## src/rtl/assert_macros.svh

```systemverilog
// ----------------------------------------------------------------------------
// assert_macros.svh
// shared concurrent assertion macros for the velocity moment core
// ----------------------------------------------------------------------------
`ifndef ASSERT_MACROS_SVH
`define ASSERT_MACROS_SVH

// implication checked on every clock edge out of reset
`define LVM_ASSERT(lbl, clk, rst_n, prop, msg) \
    lbl: assert property (@(posedge clk) disable iff (!rst_n) prop) else $error(msg);

// property checked on every clock edge, reset included
`define LVM_ASSERT_ALWAYS(lbl, clk, prop, msg) \
    lbl: assert property (@(posedge clk) prop) else $error(msg);

`endif

```

## src/rtl/lvm_pkg.sv

```systemverilog
// ----------------------------------------------------------------------------
// lvm_pkg
// types and constants of the lattice velocity moment core
// ----------------------------------------------------------------------------
`default_nettype none

package lvm_pkg;

    localparam int F_W       = 16;   // distribution value
    localparam int DEN_W     = 17;   // density
    localparam int COORD_W   = 10;   // cell coordinate
    localparam int GRID_W    = 11;   // grid size register
    localparam int VEL_W     = 17;   // velocity, signed
    localparam int NUM_W     = 18;   // numerator magnitude
    localparam int CFG_IDX_W = 2;

    localparam int IN_W  = 168;      // 165 field bits padded to bytes
    localparam int OUT_W = 40;       // 34 field bits padded to bytes

    localparam int MAX_GRID_DEF  = 1024;
    localparam int FRAC_BITS_DEF = 15;

    localparam logic signed [VEL_W-1:0] LID_RST    = 17'sd3277;
    localparam logic        [GRID_W-1:0] GRID_RST  = 11'd256;

    typedef enum logic [CFG_IDX_W-1:0] {
        CFG_LID    = 2'd0,
        CFG_WIDTH  = 2'd1,
        CFG_HEIGHT = 2'd2
    } t_cfg_idx;

    typedef enum logic [1:0] {
        MODE_ZERO  = 2'd0,
        MODE_LID   = 2'd1,
        MODE_FAULT = 2'd2,
        MODE_DIV   = 2'd3
    } t_mode;

    typedef struct packed {
        logic  valid;
        t_mode mode;
        logic  neg_x;
        logic  neg_y;
    } t_ctl;

endpackage

`default_nettype wire

```

## src/rtl/lvm_div_cell.sv

```systemverilog
// ----------------------------------------------------------------------------
// lvm_div_cell
// one restoring division step for both velocity lanes
// ----------------------------------------------------------------------------
`default_nettype none

module lvm_div_cell #(
    parameter int DW = lvm_pkg::NUM_W + lvm_pkg::FRAC_BITS_DEF
) (
    input  wire logic                       i_clk,
    input  wire logic                       i_rst_n,
    input  wire logic                       i_en,
    input  wire lvm_pkg::t_ctl              i_ctl,
    input  wire logic [lvm_pkg::DEN_W-1:0]  i_den,
    input  wire logic [lvm_pkg::DEN_W-1:0]  i_rem_x,
    input  wire logic [lvm_pkg::DEN_W-1:0]  i_rem_y,
    input  wire logic [DW-1:0]              i_dq_x,
    input  wire logic [DW-1:0]              i_dq_y,
    output lvm_pkg::t_ctl                   o_ctl,
    output logic [lvm_pkg::DEN_W-1:0]       o_den,
    output logic [lvm_pkg::DEN_W-1:0]       o_rem_x,
    output logic [lvm_pkg::DEN_W-1:0]       o_rem_y,
    output logic [DW-1:0]                   o_dq_x,
    output logic [DW-1:0]                   o_dq_y
);

    localparam int RW = lvm_pkg::DEN_W;

    logic [RW:0]   w_tx, w_ty, w_den;
    logic          w_gex, w_gey;
    logic [RW-1:0] n_rem_x, n_rem_y;

    lvm_pkg::t_ctl  r_ctl;
    logic [RW-1:0]  r_den, r_rem_x, r_rem_y;
    logic [DW-1:0]  r_dq_x, r_dq_y;

    // shift in the next dividend bit, subtract when it fits
    always_comb begin
        w_den = {1'b0, i_den};
        w_tx  = {i_rem_x, i_dq_x[DW-1]};
        w_ty  = {i_rem_y, i_dq_y[DW-1]};
        w_gex = w_tx >= w_den;
        w_gey = w_ty >= w_den;
        n_rem_x = w_gex ? RW'(w_tx - w_den) : w_tx[RW-1:0];
        n_rem_y = w_gey ? RW'(w_ty - w_den) : w_ty[RW-1:0];
    end

    always_ff @(posedge i_clk) begin
        if (!i_rst_n) begin
            r_ctl <= '0;
        end else if (i_en) begin
            r_ctl <= i_ctl;
        end
    end

    always_ff @(posedge i_clk) begin
        if (i_en) begin
            r_den       <= i_den;
            r_rem_x     <= n_rem_x;
            r_rem_y     <= n_rem_y;
            r_dq_x      <= {i_dq_x[DW-2:0], w_gex};
            r_dq_y      <= {i_dq_y[DW-2:0], w_gey};
        end
    end

    assign o_ctl   = r_ctl;
    assign o_den   = r_den;
    assign o_rem_x = r_rem_x;
    assign o_rem_y = r_rem_y;
    assign o_dq_x  = r_dq_x;
    assign o_dq_y  = r_dq_y;

endmodule

`default_nettype wire

```

## config.mk

```make
export PLATFORM = sky130hd
export DESIGN_NAME = lvm_div_cell
export DESIGN_NICKNAME = d
export VERILOG_FILES = /design/src/rtl/assert_macros.svh /design/src/rtl/lvm_pkg.sv /design/src/rtl/lvm_div_cell.sv
export SDC_FILE = /design/constraint.sdc
export NUM_CORES = 1
export LEC_CHECK = 0
export BUFFER_PORTS_ARGS = -buffer_cell sky130_fd_sc_hd__buf_2
export CORE_UTILIZATION = 35
export DETAILED_ROUTE_END_ITERATION = 10
export PLACE_DENSITY = 0.68
export SLEW_MARGIN = 20
export SYNTH_ARGS = -nofsm -noshare
export SYNTH_HDL_FRONTEND = slang
export SYNTH_SLANG_ARGS = --single-unit
```

## constraint.sdc

```tcl
create_clock -name i_clk -period 3.4 [get_ports i_clk]
set_input_delay 0.51 -clock i_clk [delete_from_list [all_inputs] [get_ports i_clk]]
set_output_delay 0.51 -clock i_clk [all_outputs]
set_load 0.005 [all_outputs]
```

==> impl_metrics.toml <==
[outcome]
outcome = "finished, final reports clean"

[sta]
timing.final.crit_share_pct = 80.1
finalHoldViolCount = 0
relSlewSlack_pct = 52.4
fmax_mhz = 367
finalSetupViolCount = 0
drv_slew = 0
hold_slack_ns = 0.266
setup_tns_ns = 0
setup_ws_ns = 0.677
tightest_slew_ns = 0.696
clock_skew_ns = 0
rsz0062_at_grt = "false"
finalCriticalPeriod_ns = 2.72

[placement]
io_buffers = 246
post-dp-hpwl_um = 13300
dp_slack_ns = 0.314
place_congestion = 0.846

[route]
wl_met1_um = 6860
drc = 0
ant_nets = 0
viasPerCell = 4.85
dr.pass1.iters = 4
wl_met3_um = 1300
routed.top_layer = "met5"
drt_iter0_drc = 243
routedWlPerCell_um = 17.8
totalWireLength_um = 16800
vias = 4573
wl_met2_um = 8330

[synth]
synth_warnings = 0
synthFlopType = "edfxtp_1"
synth-edff-count = 117
synth.area.top_cells = "edfxtp_1 59%, ha_1 7.1%, mux2_2 3.2%"
synth_top_area_share_pct = 58.8
synth.ff_latch_count = 122
ys_top_cells_by_count = "117 x edfxtp_1, 34 x ha_1, 34 x nand2_1"
ys_types = 61
synth_cells = 451
ys_async_sr_fraction_pct = 0
syn-cell-area_sq_mm = 0.00597
synth_top_cell_by_area = "edfxtp_1"
synth-seq-area-share_pct = 60.5
synth.most_common_cell = "edfxtp_1"
syn_area_per_cell_sq_um = 13.2
synth_fp_nets = 612

[grt]
global_route.usage.total_pct = 19.5
grt_overflow_total = 0
antenna_found_initial = 5
grt_pass1_wl_um = 25300
grt_pass1_vias = 4480
grt_max_degree = 51

[critical_path]
worstPathCellList = "buf_2, inv_1, ha_1, inv_1, fa_1, a21oi_1, o211ai_1, a221oi_1, o21ai_0, xor2_1, mux2_2"
cpPeakStageDelay_ns = 0.52
critPathTopFamily = "compound AO/OA/AOI/OAI gates"
arrival_ns = 2.89
cp_max_fo = 3
path_buf_inv = 3
rrSetupSlack_ns = 2.79
crit_type = "in2reg"
critPathCapture = "o_rem_x[14]"
worst-path-stages = 11
worstPathRequired_ns = 3.57
r2r-start = "o_ctl[4]"
rr_endpoint = "o_ctl[4]"
cpMaxStageDelayCell = "a221oi_1"
start_kind = "input port"
worst_path_most_repeated_cell = "inv_1"
cp-end-kind = "register"
reg2reg_depth = 2
critPathLaunch = "i_dq_x[32]"

[finish]
layout-drive-gt1-share_pct = 43.5
area_delta_synth_final_pct = 35.6
nets = 868
final_util_pct = 48.7
fillers = 1524

[clocking]
cts_sinks = 122
clk_latency_ns = 0.41
cts_made_buffers = 17
clkTransAtPathRegs_ns = 0.06
cts_setup_buffers = 0
post_cts_resized = 0
tritoncts = "built"
ctsHoldBuffers = 0
clock-root-buffer = "clkbuf_16"
clk_path_buf_depth = 2
h-tree-depth = 4

[power]
powerDensity_mw_per_mm2 = 568
finalPower_uw = 4610
vdd_drop_max_v = 0.000329
p_leak_uw = 0.00357

[flow_run]
max_cap_violations = 0

[hold_path]
min-delay-path-class = "in2reg"

[floorplan]
die_h_um = 133
start_util_pct = 35.9
io_pins = 247
num_rows = 47
die-width_um = 133
core_area_sq_mm = 0.0166
dieArea_sq_mm = 0.0176
-- sequential cells by signal, summed over array words and instances (netlist names) --
| name | count |
|---|---|
| o_dq_x | 33 |
| o_dq_y | 33 |
| o_den | 17 |
| o_rem_x | 17 |
| o_rem_y | 17 |
| o_ctl | 5 |
-- kinds of logic (layout without fill, tap and decap cells) --
group / count (synthesis) / after routing / synth area share [%]
AOI/OAI and AO/OA: 112 / 112 / 13.0
xor gates and xnor gates: 19 / 19 / 2.79
adders and majority gates: 36 / 36 / 7.79
buffers and inverters: 39 / 308 / 2.93
DFF: 122 / 122 / 60.5
muxes: 26 / 26 / 5.05
other: 0 / 3 / 0
and+or+nand+nor: 97 / 97 / 8.00
-- cells in the final DEF (no fill, tap or decap), drive strengths merged, types with 3 or more instances in the layout --
cell	n
buf	249
edfxtp	117
nand2	34
ha	34
inv	33
a21oi	26
o21ai	21
mux2	21
clkbuf	18
nor2	16
xnor2	16
a21o	15
nand3	13
o21a	10
nor2b	8
o31ai	6
mux2i	5
dfxtp	5
and2	5
and4	4
a211oi	4
bufinv	4
diode	3
or2	3
a2111oi	3
nor3b	3
a31oi	3
nor3	3
xor2	3
clkinv	3
o211ai	3
-- stage by stage --
stage	cells	area, sq um
final	943	8100
after global placement	908	7460
after floorplan	451	5970
after detailed placement	908	7460
after global routing	941	8100
after CTS	940	8100
-- per-layer routing --
metal | vias up | global-route usage (%)
met1 | 2122 | 22.0
met4 | 4 | 6.58
li1 | 2245 | -
met5 | - | 0
met2 | 185 | 33.6
met3 | 17 | 7.55
-- power by group --
part,total (uW),switching (uW),internal [uW]
clock network,1960,708,1250
logic,783,411,371
registers,1870,35.6,1830
-- layout make-up --
cell class | instances | area (sq um) | share of cell area [%]
diodes | 3 | 7.51 | 0.0926
clock buffers | 18 | 429 | 5.30
clock inverters | 14 | 209 | 2.58
inverters | 27 | 101 | 1.25
multi-input cells | 290 | 2190 | 27.0
flip-flops and latches | 122 | 3610 | 44.6
well taps | 220 | 275 | 3.40
repair buffers | 249 | 1280 | 15.8
-- worst reg2reg max path, stage by stage (launching register included) --
cell	delay [ns]
dfxtp_1	0.32
mux2i_1	0.12
nor2b_1	0.06
-- worst min path at each step --
stage / cells after the start / start / to
after floorplan: 2 / o_ctl[0] / o_ctl[0]
after global placement: 2 / o_ctl[1] / o_ctl[1]
after detailed placement: 2 / o_ctl[2] / o_ctl[2]
after CTS: 1 / i_dq_y[0] / o_dq_y[1]
after global routing: 1 / i_dq_x[3] / o_dq_x[4]
final: 1 / i_dq_y[3] / o_dq_y[4]
No activity file was read; power rests on OpenSTA's default activity.
