==> src/rtl/assert_macros.svh <==
// ----------------------------------------------------------------------------
// assert_macros.svh
// shared concurrent assertion macros for the velocity moment core
// ----------------------------------------------------------------------------
`ifndef ASSERT_MACROS_SVH
`define ASSERT_MACROS_SVH

// implication checked on every clock edge out of reset
`define LVM_ASSERT(lbl, clk, rst_n, prop, msg) \
    lbl: assert property (@(posedge clk) disable iff (!rst_n) prop) else $error(msg);

// property checked on every clock edge, reset included
`define LVM_ASSERT_ALWAYS(lbl, clk, prop, msg) \
    lbl: assert property (@(posedge clk) prop) else $error(msg);

`endif

==> src/rtl/lvm_pkg.sv <==
// ----------------------------------------------------------------------------
// lvm_pkg
// types and constants of the lattice velocity moment core
// ----------------------------------------------------------------------------
`default_nettype none

package lvm_pkg;

    localparam int F_W       = 16;   // distribution value
    localparam int DEN_W     = 17;   // density
    localparam int COORD_W   = 10;   // cell coordinate
    localparam int GRID_W    = 11;   // grid size register
    localparam int VEL_W     = 17;   // velocity, signed
    localparam int NUM_W     = 18;   // numerator magnitude
    localparam int CFG_IDX_W = 2;

    localparam int IN_W  = 168;      // 165 field bits padded to bytes
    localparam int OUT_W = 40;       // 34 field bits padded to bytes

    localparam int MAX_GRID_DEF  = 1024;
    localparam int FRAC_BITS_DEF = 15;

    localparam logic signed [VEL_W-1:0] LID_RST    = 17'sd3277;
    localparam logic        [GRID_W-1:0] GRID_RST  = 11'd256;

    typedef enum logic [CFG_IDX_W-1:0] {
        CFG_LID    = 2'd0,
        CFG_WIDTH  = 2'd1,
        CFG_HEIGHT = 2'd2
    } t_cfg_idx;

    typedef enum logic [1:0] {
        MODE_ZERO  = 2'd0,
        MODE_LID   = 2'd1,
        MODE_FAULT = 2'd2,
        MODE_DIV   = 2'd3
    } t_mode;

    typedef struct packed {
        logic  valid;
        t_mode mode;
        logic  neg_x;
        logic  neg_y;
    } t_ctl;

endpackage

`default_nettype wire

==> src/rtl/lvm_front.sv <==
// ----------------------------------------------------------------------------
// lvm_front
// cell classification and momentum numerators, first pipeline stage
// ----------------------------------------------------------------------------
`default_nettype none

module lvm_front #(
    parameter int MAX_GRID  = lvm_pkg::MAX_GRID_DEF,
    parameter int FRAC_BITS = lvm_pkg::FRAC_BITS_DEF,
    localparam int DW       = lvm_pkg::NUM_W + FRAC_BITS
) (
    input  wire logic                          i_clk,
    input  wire logic                          i_rst_n,
    input  wire logic                          i_en,
    input  wire logic                          i_valid,
    input  wire logic [lvm_pkg::F_W-1:0]       i_f_east,
    input  wire logic [lvm_pkg::F_W-1:0]       i_f_north,
    input  wire logic [lvm_pkg::F_W-1:0]       i_f_west,
    input  wire logic [lvm_pkg::F_W-1:0]       i_f_south,
    input  wire logic [lvm_pkg::F_W-1:0]       i_f_northeast,
    input  wire logic [lvm_pkg::F_W-1:0]       i_f_northwest,
    input  wire logic [lvm_pkg::F_W-1:0]       i_f_southwest,
    input  wire logic [lvm_pkg::F_W-1:0]       i_f_southeast,
    input  wire logic [lvm_pkg::DEN_W-1:0]     i_density,
    input  wire logic [lvm_pkg::COORD_W-1:0]   i_cell_x,
    input  wire logic [lvm_pkg::COORD_W-1:0]   i_cell_y,
    input  wire logic [lvm_pkg::GRID_W-1:0]    i_grid_width,
    input  wire logic [lvm_pkg::GRID_W-1:0]    i_grid_height,
    output lvm_pkg::t_ctl                      o_ctl,
    output logic [lvm_pkg::DEN_W-1:0]          o_den,
    output logic [DW-1:0]                      o_dq_x,
    output logic [DW-1:0]                      o_dq_y
);

    localparam int GW = lvm_pkg::GRID_W;
    localparam int NW = lvm_pkg::NUM_W;

    logic [GW-1:0]   w_w, w_h, w_x, w_y;
    logic            w_inside, w_top, w_edge;
    logic [NW-1:0]   w_px, w_mx, w_py, w_my;
    logic [NW:0]     w_dx, w_dy;
    logic [NW-1:0]   w_magx, w_magy;
    lvm_pkg::t_mode  w_mode;

    lvm_pkg::t_ctl              r_ctl, n_ctl;
    logic [lvm_pkg::DEN_W-1:0]  r_den;
    logic [DW-1:0]              r_dq_x, r_dq_y;

    // grid sizes above the build limit are clamped
    always_comb begin
        w_w = (32'(i_grid_width)  > MAX_GRID) ? GW'(MAX_GRID) : i_grid_width;
        w_h = (32'(i_grid_height) > MAX_GRID) ? GW'(MAX_GRID) : i_grid_height;
        w_x = {1'b0, i_cell_x};
        w_y = {1'b0, i_cell_y};
        w_inside = (w_x < w_w) && (w_y < w_h);
        w_top    = (w_y + GW'(1)) == w_h;
        w_edge   = (w_x == '0) || (w_y == '0) || ((w_x + GW'(1)) == w_w);
    end

    always_comb begin
        if (!w_inside || w_edge) begin
            w_mode = lvm_pkg::MODE_ZERO;
        end else if (w_top) begin
            w_mode = lvm_pkg::MODE_LID;
        end else if (i_density == '0) begin
            w_mode = lvm_pkg::MODE_FAULT;
        end else begin
            w_mode = lvm_pkg::MODE_DIV;
        end
    end

    // x: 1,5,8 minus 3,6,7   y: 2,5,6 minus 4,7,8
    always_comb begin
        w_px = NW'(i_f_east)  + NW'(i_f_northeast) + NW'(i_f_southeast);
        w_mx = NW'(i_f_west)  + NW'(i_f_northwest) + NW'(i_f_southwest);
        w_py = NW'(i_f_north) + NW'(i_f_northeast) + NW'(i_f_northwest);
        w_my = NW'(i_f_south) + NW'(i_f_southwest) + NW'(i_f_southeast);
        w_dx = {1'b0, w_px} - {1'b0, w_mx};
        w_dy = {1'b0, w_py} - {1'b0, w_my};
        w_magx = w_dx[NW] ? NW'(~w_dx + 1'b1) : w_dx[NW-1:0];
        w_magy = w_dy[NW] ? NW'(~w_dy + 1'b1) : w_dy[NW-1:0];
        n_ctl.valid = i_valid;
        n_ctl.mode  = w_mode;
        n_ctl.neg_x = w_dx[NW];
        n_ctl.neg_y = w_dy[NW];
    end

    always_ff @(posedge i_clk) begin
        if (!i_rst_n) begin
            r_ctl <= '0;
        end else if (i_en) begin
            r_ctl <= n_ctl;
        end
    end

    always_ff @(posedge i_clk) begin
        if (i_en) begin
            r_den       <= i_density;
            r_dq_x      <= {w_magx, FRAC_BITS'(0)};
            r_dq_y      <= {w_magy, FRAC_BITS'(0)};
        end
    end

    assign o_ctl  = r_ctl;
    assign o_den  = r_den;
    assign o_dq_x = r_dq_x;
    assign o_dq_y = r_dq_y;

endmodule

`default_nettype wire

==> config.mk <==
export PLATFORM = sky130hd
export DESIGN_NAME = lvm_front
export DESIGN_NICKNAME = d
export VERILOG_FILES = /design/src/rtl/assert_macros.svh /design/src/rtl/lvm_pkg.sv /design/src/rtl/lvm_front.sv
export SDC_FILE = /design/constraint.sdc
export NUM_CORES = 1
export LEC_CHECK = 0
export BUFFER_PORTS_ARGS = -buffer_cell sky130_fd_sc_hd__buf_2
export CELL_PAD_IN_SITES_DETAIL_PLACEMENT = 2
export CELL_PAD_IN_SITES_GLOBAL_PLACEMENT = 2
export CORE_MARGIN = 4
export CORE_UTILIZATION = 29
export CTS_BUF_LIST = sky130_fd_sc_hd__clkbuf_4 sky130_fd_sc_hd__clkbuf_8 sky130_fd_sc_hd__clkbuf_16
export DETAILED_ROUTE_END_ITERATION = 7
export GPL_TIMING_DRIVEN = 0
export PLACE_DENSITY = 0.9
export SLEW_MARGIN = 20
export SYNTH_ARGS = -nofsm -noshare
export SYNTH_HDL_FRONTEND = slang
export SYNTH_SLANG_ARGS = --single-unit
==> constraint.sdc <==
create_clock -name i_clk -period 5.3 [get_ports i_clk]
set_input_delay 1.59 -clock i_clk [delete_from_list [all_inputs] [get_ports i_clk]]
set_output_delay 1.59 -clock i_clk [all_outputs]
set_load 0.01 [all_outputs]
==> reports/metrics.yaml <==
outcome:
  outcome: "finished with violations"
  violations: "setup timing"
floorplan:
  die_w_um: 187
  core-area_um2: 31600
  die_area_um2: 35100
  initial_core_util: 0.295
  io_pins: 279
  die_h_um: 187
  std_cell_rows: 65
clock_network:
  clk_pin_slew_ns: 0.05
  insertion_delay_ns: 0.33
  cts_tree: "done"
  clock_path_buffers: 2
  cts_buffers: 9
  cts-root-buf: "clkbuf_16"
  cts_sinks: 58
  htreeDepth: 3
  cts.hold.buffers_added: 0
worst_setup_path:
  reg2reg_slack_ns: 4.55
  end_kind: "register"
  r2r_start: "o_ctl[1]$_SDFFE_PN0P_"
  worst_ep_required_time_ns: 5.47
  cp.arrival_ns: 5.94
  path_class: "in -> reg"
  rr_worst_depth: 2
  startpoint_type: "primary input"
  r2r_end: "o_ctl[1]$_SDFFE_PN0P_"
  worst-path-max-fanout: 5
grt:
  use_met2: 0.402
  grt_max_degree: 61
  grt_pass1_wl_mm: 58.1
  grt_pass1_vias: 10300
  track_usage: 0.209
  grt-busiest-layer: "met2"
  antenna_found_initial: 0
  grt_use_met1: 0.232
  grt_overflow: 0
  grt_util_met3: 0.0388
sta:
  clock-skew-final_ns: 0
  period_share: 1.09
  setup_slack_ns: -0.472
  rsz0062_at_grt: "yes"
  tightest_slew_ns: 1.06
  slew_viol_final: 0
  fmax_mhz: 173
  max-slew-margin-rel: 0.291
  hold_viol_final: 0
  finalSetupViolCount: 36
  timing.final.crit_period_ns: 5.77
hold_path:
  min_path_type: "reg -> reg"
  whs_path_depth: 2
  min_to: "o_ctl[2]$_SDFFE_PN0P_"
  hp-start: "o_ctl[2]$_SDFFE_PN0P_"
placement:
  place_inst: 1689
  routabilityCongestion: 0.812
  port_buffers: 248
  dp_hpwl_mm: 27.7
detailed_routing:
  wl_per_cell_um: 23.3
  vias_per_cell: 4.92
  vias: 8787
  drc_errors: 0
  drt-initial-drc-count: 417
  wl_mm: 41.7
  drtAntennaViolNets: 0
  first_pass_iters: 5
synthesis:
  post_synth_num_cell_types: 73
  syn-cell-area_um2: 9330
  synth-seq-cells: 58
  yosysSeqAreaShare: 0.181
  synth-edff-count: 53
  synthArstFlopShare: 0
  synth_top_flop_cell: "edfxtp_1"
  synthCells: 1010
  ys_top_cells_by_area: "fa_1 27%, edfxtp_1 17%, inv_1 12%, ha_1 8.6%, xnor2_1 4.7%"
  yosysTopAreaCellShare: 0.275
  yosysWarningCount: 0
  yosysTopAreaCell: "fa_1"
  syn_avg_cell_area_um2: 9.23
job:
  max_cap_viol_count: 0
pwr:
  p_total_mw: 9.96
  power_density_nw_per_um2: 749
  vdd_drop_max_uv: 351
  power_leakage_nw: 6.52
layout:
  mostFrequentLayoutCells: "260 x inv_1, 238 x buf_2, 121 x fa_1, 96 x buf_4, 53 x edfxtp_1"
  multi_input_area_um2: 7390
  drive_above_1_share: 0.394
  n_antenna_cell: 0
  layout.nets: 1765
  final_common_cell: "inv_1"
  area_delta_synth_final_pct: 42.6
  fill_cells: 3472
  layout.cells.non_filler: 1787
  seq_area_um2: 1690
[state kept, by name, summed over array words and instances (netlist names)]
signal  flops
o_dq_y     18
o_dq_x     18
o_ctl       5
o_den      17
[timing repair]
| item | 4_1_cts | 5_1_grt |
|---|---|---|
| resized for setup | 133 | 82 |
| cloned | 1 | 1 |
| setup endpoints to repair | 36 | 36 |
| pin swaps | 62 | 83 |
| setup buffers | 50 | 35 |
[per-stage QoR]
stage / setup slack [ns] / hold slack, ns / instance area [um2] / utilization / setup TNS, ns
2_1_floorplan: -0.170 / 0.471 / 9630 / - / -1.13
3_3_place_gp: -0.976 / 0.438 / 11400 / 0.360 / -22.61
3_5_place_dp: -1.18 / 0.458 / 11400 / 0.360 / -28.16
4_1_cts: -0.290 / 0.487 / 12700 / 0.401 / -3.94
5_1_grt: -0.667 / 0.517 / 13300 / 0.420 / -13.93
6_report: -0.472 / 0.483 / 13300 / 0.420 / -9.34
[synth_stat cells, types with 3 or more instances]
library cell,number
and3_1,5
a21o_1,11
o211ai_1,9
nand2_1,36
or3_1,4
or4_1,3
fa_1,128
xor2_1,30
dfxtp_1,5
edfxtp_1,53
o21ai_1,3
a31oi_1,6
nor4_1,14
o21a_1,9
nor2b_1,12
nor2_1,38
o21bai_1,4
a211oi_1,7
a21oi_1,30
xnor2_1,50
nand2b_1,20
inv_1,291
a41oi_1,4
nand3_1,19
nor3b_1,3
and4_1,3
nand3b_1,6
a21o_2,3
o211a_1,3
nand4_1,6
ha_1,64
clkbuf_1,6
o31ai_1,4
o21ai_0,22
buf_4,30
nor3_1,18
[power by group]
group | internal (mW) | switching [mW] | total, mW
combinational | 3.59 | 4.83 | 8.42
clock | 0.361 | 0.225 | 0.586
sequential | 0.889 | 0.0640 | 0.953
total | 4.84 | 5.12 | 9.96
[cell families after synthesis]
logic type	after synthesis	synth area share
AO/OA/AOI/OAI	148	0.118
XOR/XNOR	81	0.0777
adder cells (fa/ha/maj)	192	0.361
buffers and inverters	329	0.145
flip-flops	58	0.181
multiplexers	2	0.00215
other	1	0.000402
AND/OR/NAND/NOR	199	0.114
[area by class of cell]
type / instances / share of cell area
Clock buffer: 10 / 0.0175
Inverter: 291 / 0.0840
Sequential cell: 58 / 0.127
Tap cell: 402 / 0.0378
Timing Repair Buffer: 333 / 0.154
Multi-Input combinational cell: 653 / 0.556
Buffer: 36 / 0.0200
Clock inverter: 4 / 0.00339
[per-layer routing]
metal  share of wire  wire (um)
met1            0.37      15300
met2            0.55      23000
met3           0.046       1920
met4           0.035       1450
met5               0          0
[worst max-delay path, cell delays in order]
cell	delay, ns
buf_6	0.09
fa_1	0.53
inv_1	0.05
fa_1	0.51
inv_1	0.06
fa_1	0.44
inv_2	0.08
ha_4	0.14
inv_2	0.04
fa_2	0.40
nor2b_4	0.19
o2111ai_4	0.18
nand3b_1	0.19
xor2_2	0.12
nor4b_4	0.32
buf_4	0.21
nand4_1	0.21
buf_4	0.23
o21ai_2	0.13
xor2_1	0.20
[how the worst max path moves through the flow]
| stage | slack, ns | start | end | cells after the start |
|---|---|---|---|---|
| 2_1_floorplan | -0.17 | i_f_south[5] | o_dq_y[27]$_DFFE_PP_ | 16 |
| 3_3_place_gp | -0.98 | i_f_southwest[7] | o_dq_y[25]$_DFFE_PP_ | 16 |
| 4_1_cts | -0.29 | i_f_northwest[1] | o_dq_y[27]$_DFFE_PP_ | 19 |
| 3_5_place_dp | -1.18 | i_f_southwest[11] | o_dq_y[18]$_DFFE_PP_ | 16 |
| 6_report | -0.47 | i_f_west[1] | o_dq_x[29]$_DFFE_PP_ | 20 |
| 5_1_grt | -0.67 | i_f_northwest[6] | o_dq_x[29]$_DFFE_PP_ | 18 |
Note: power is estimated with default switching activity, not from simulation.
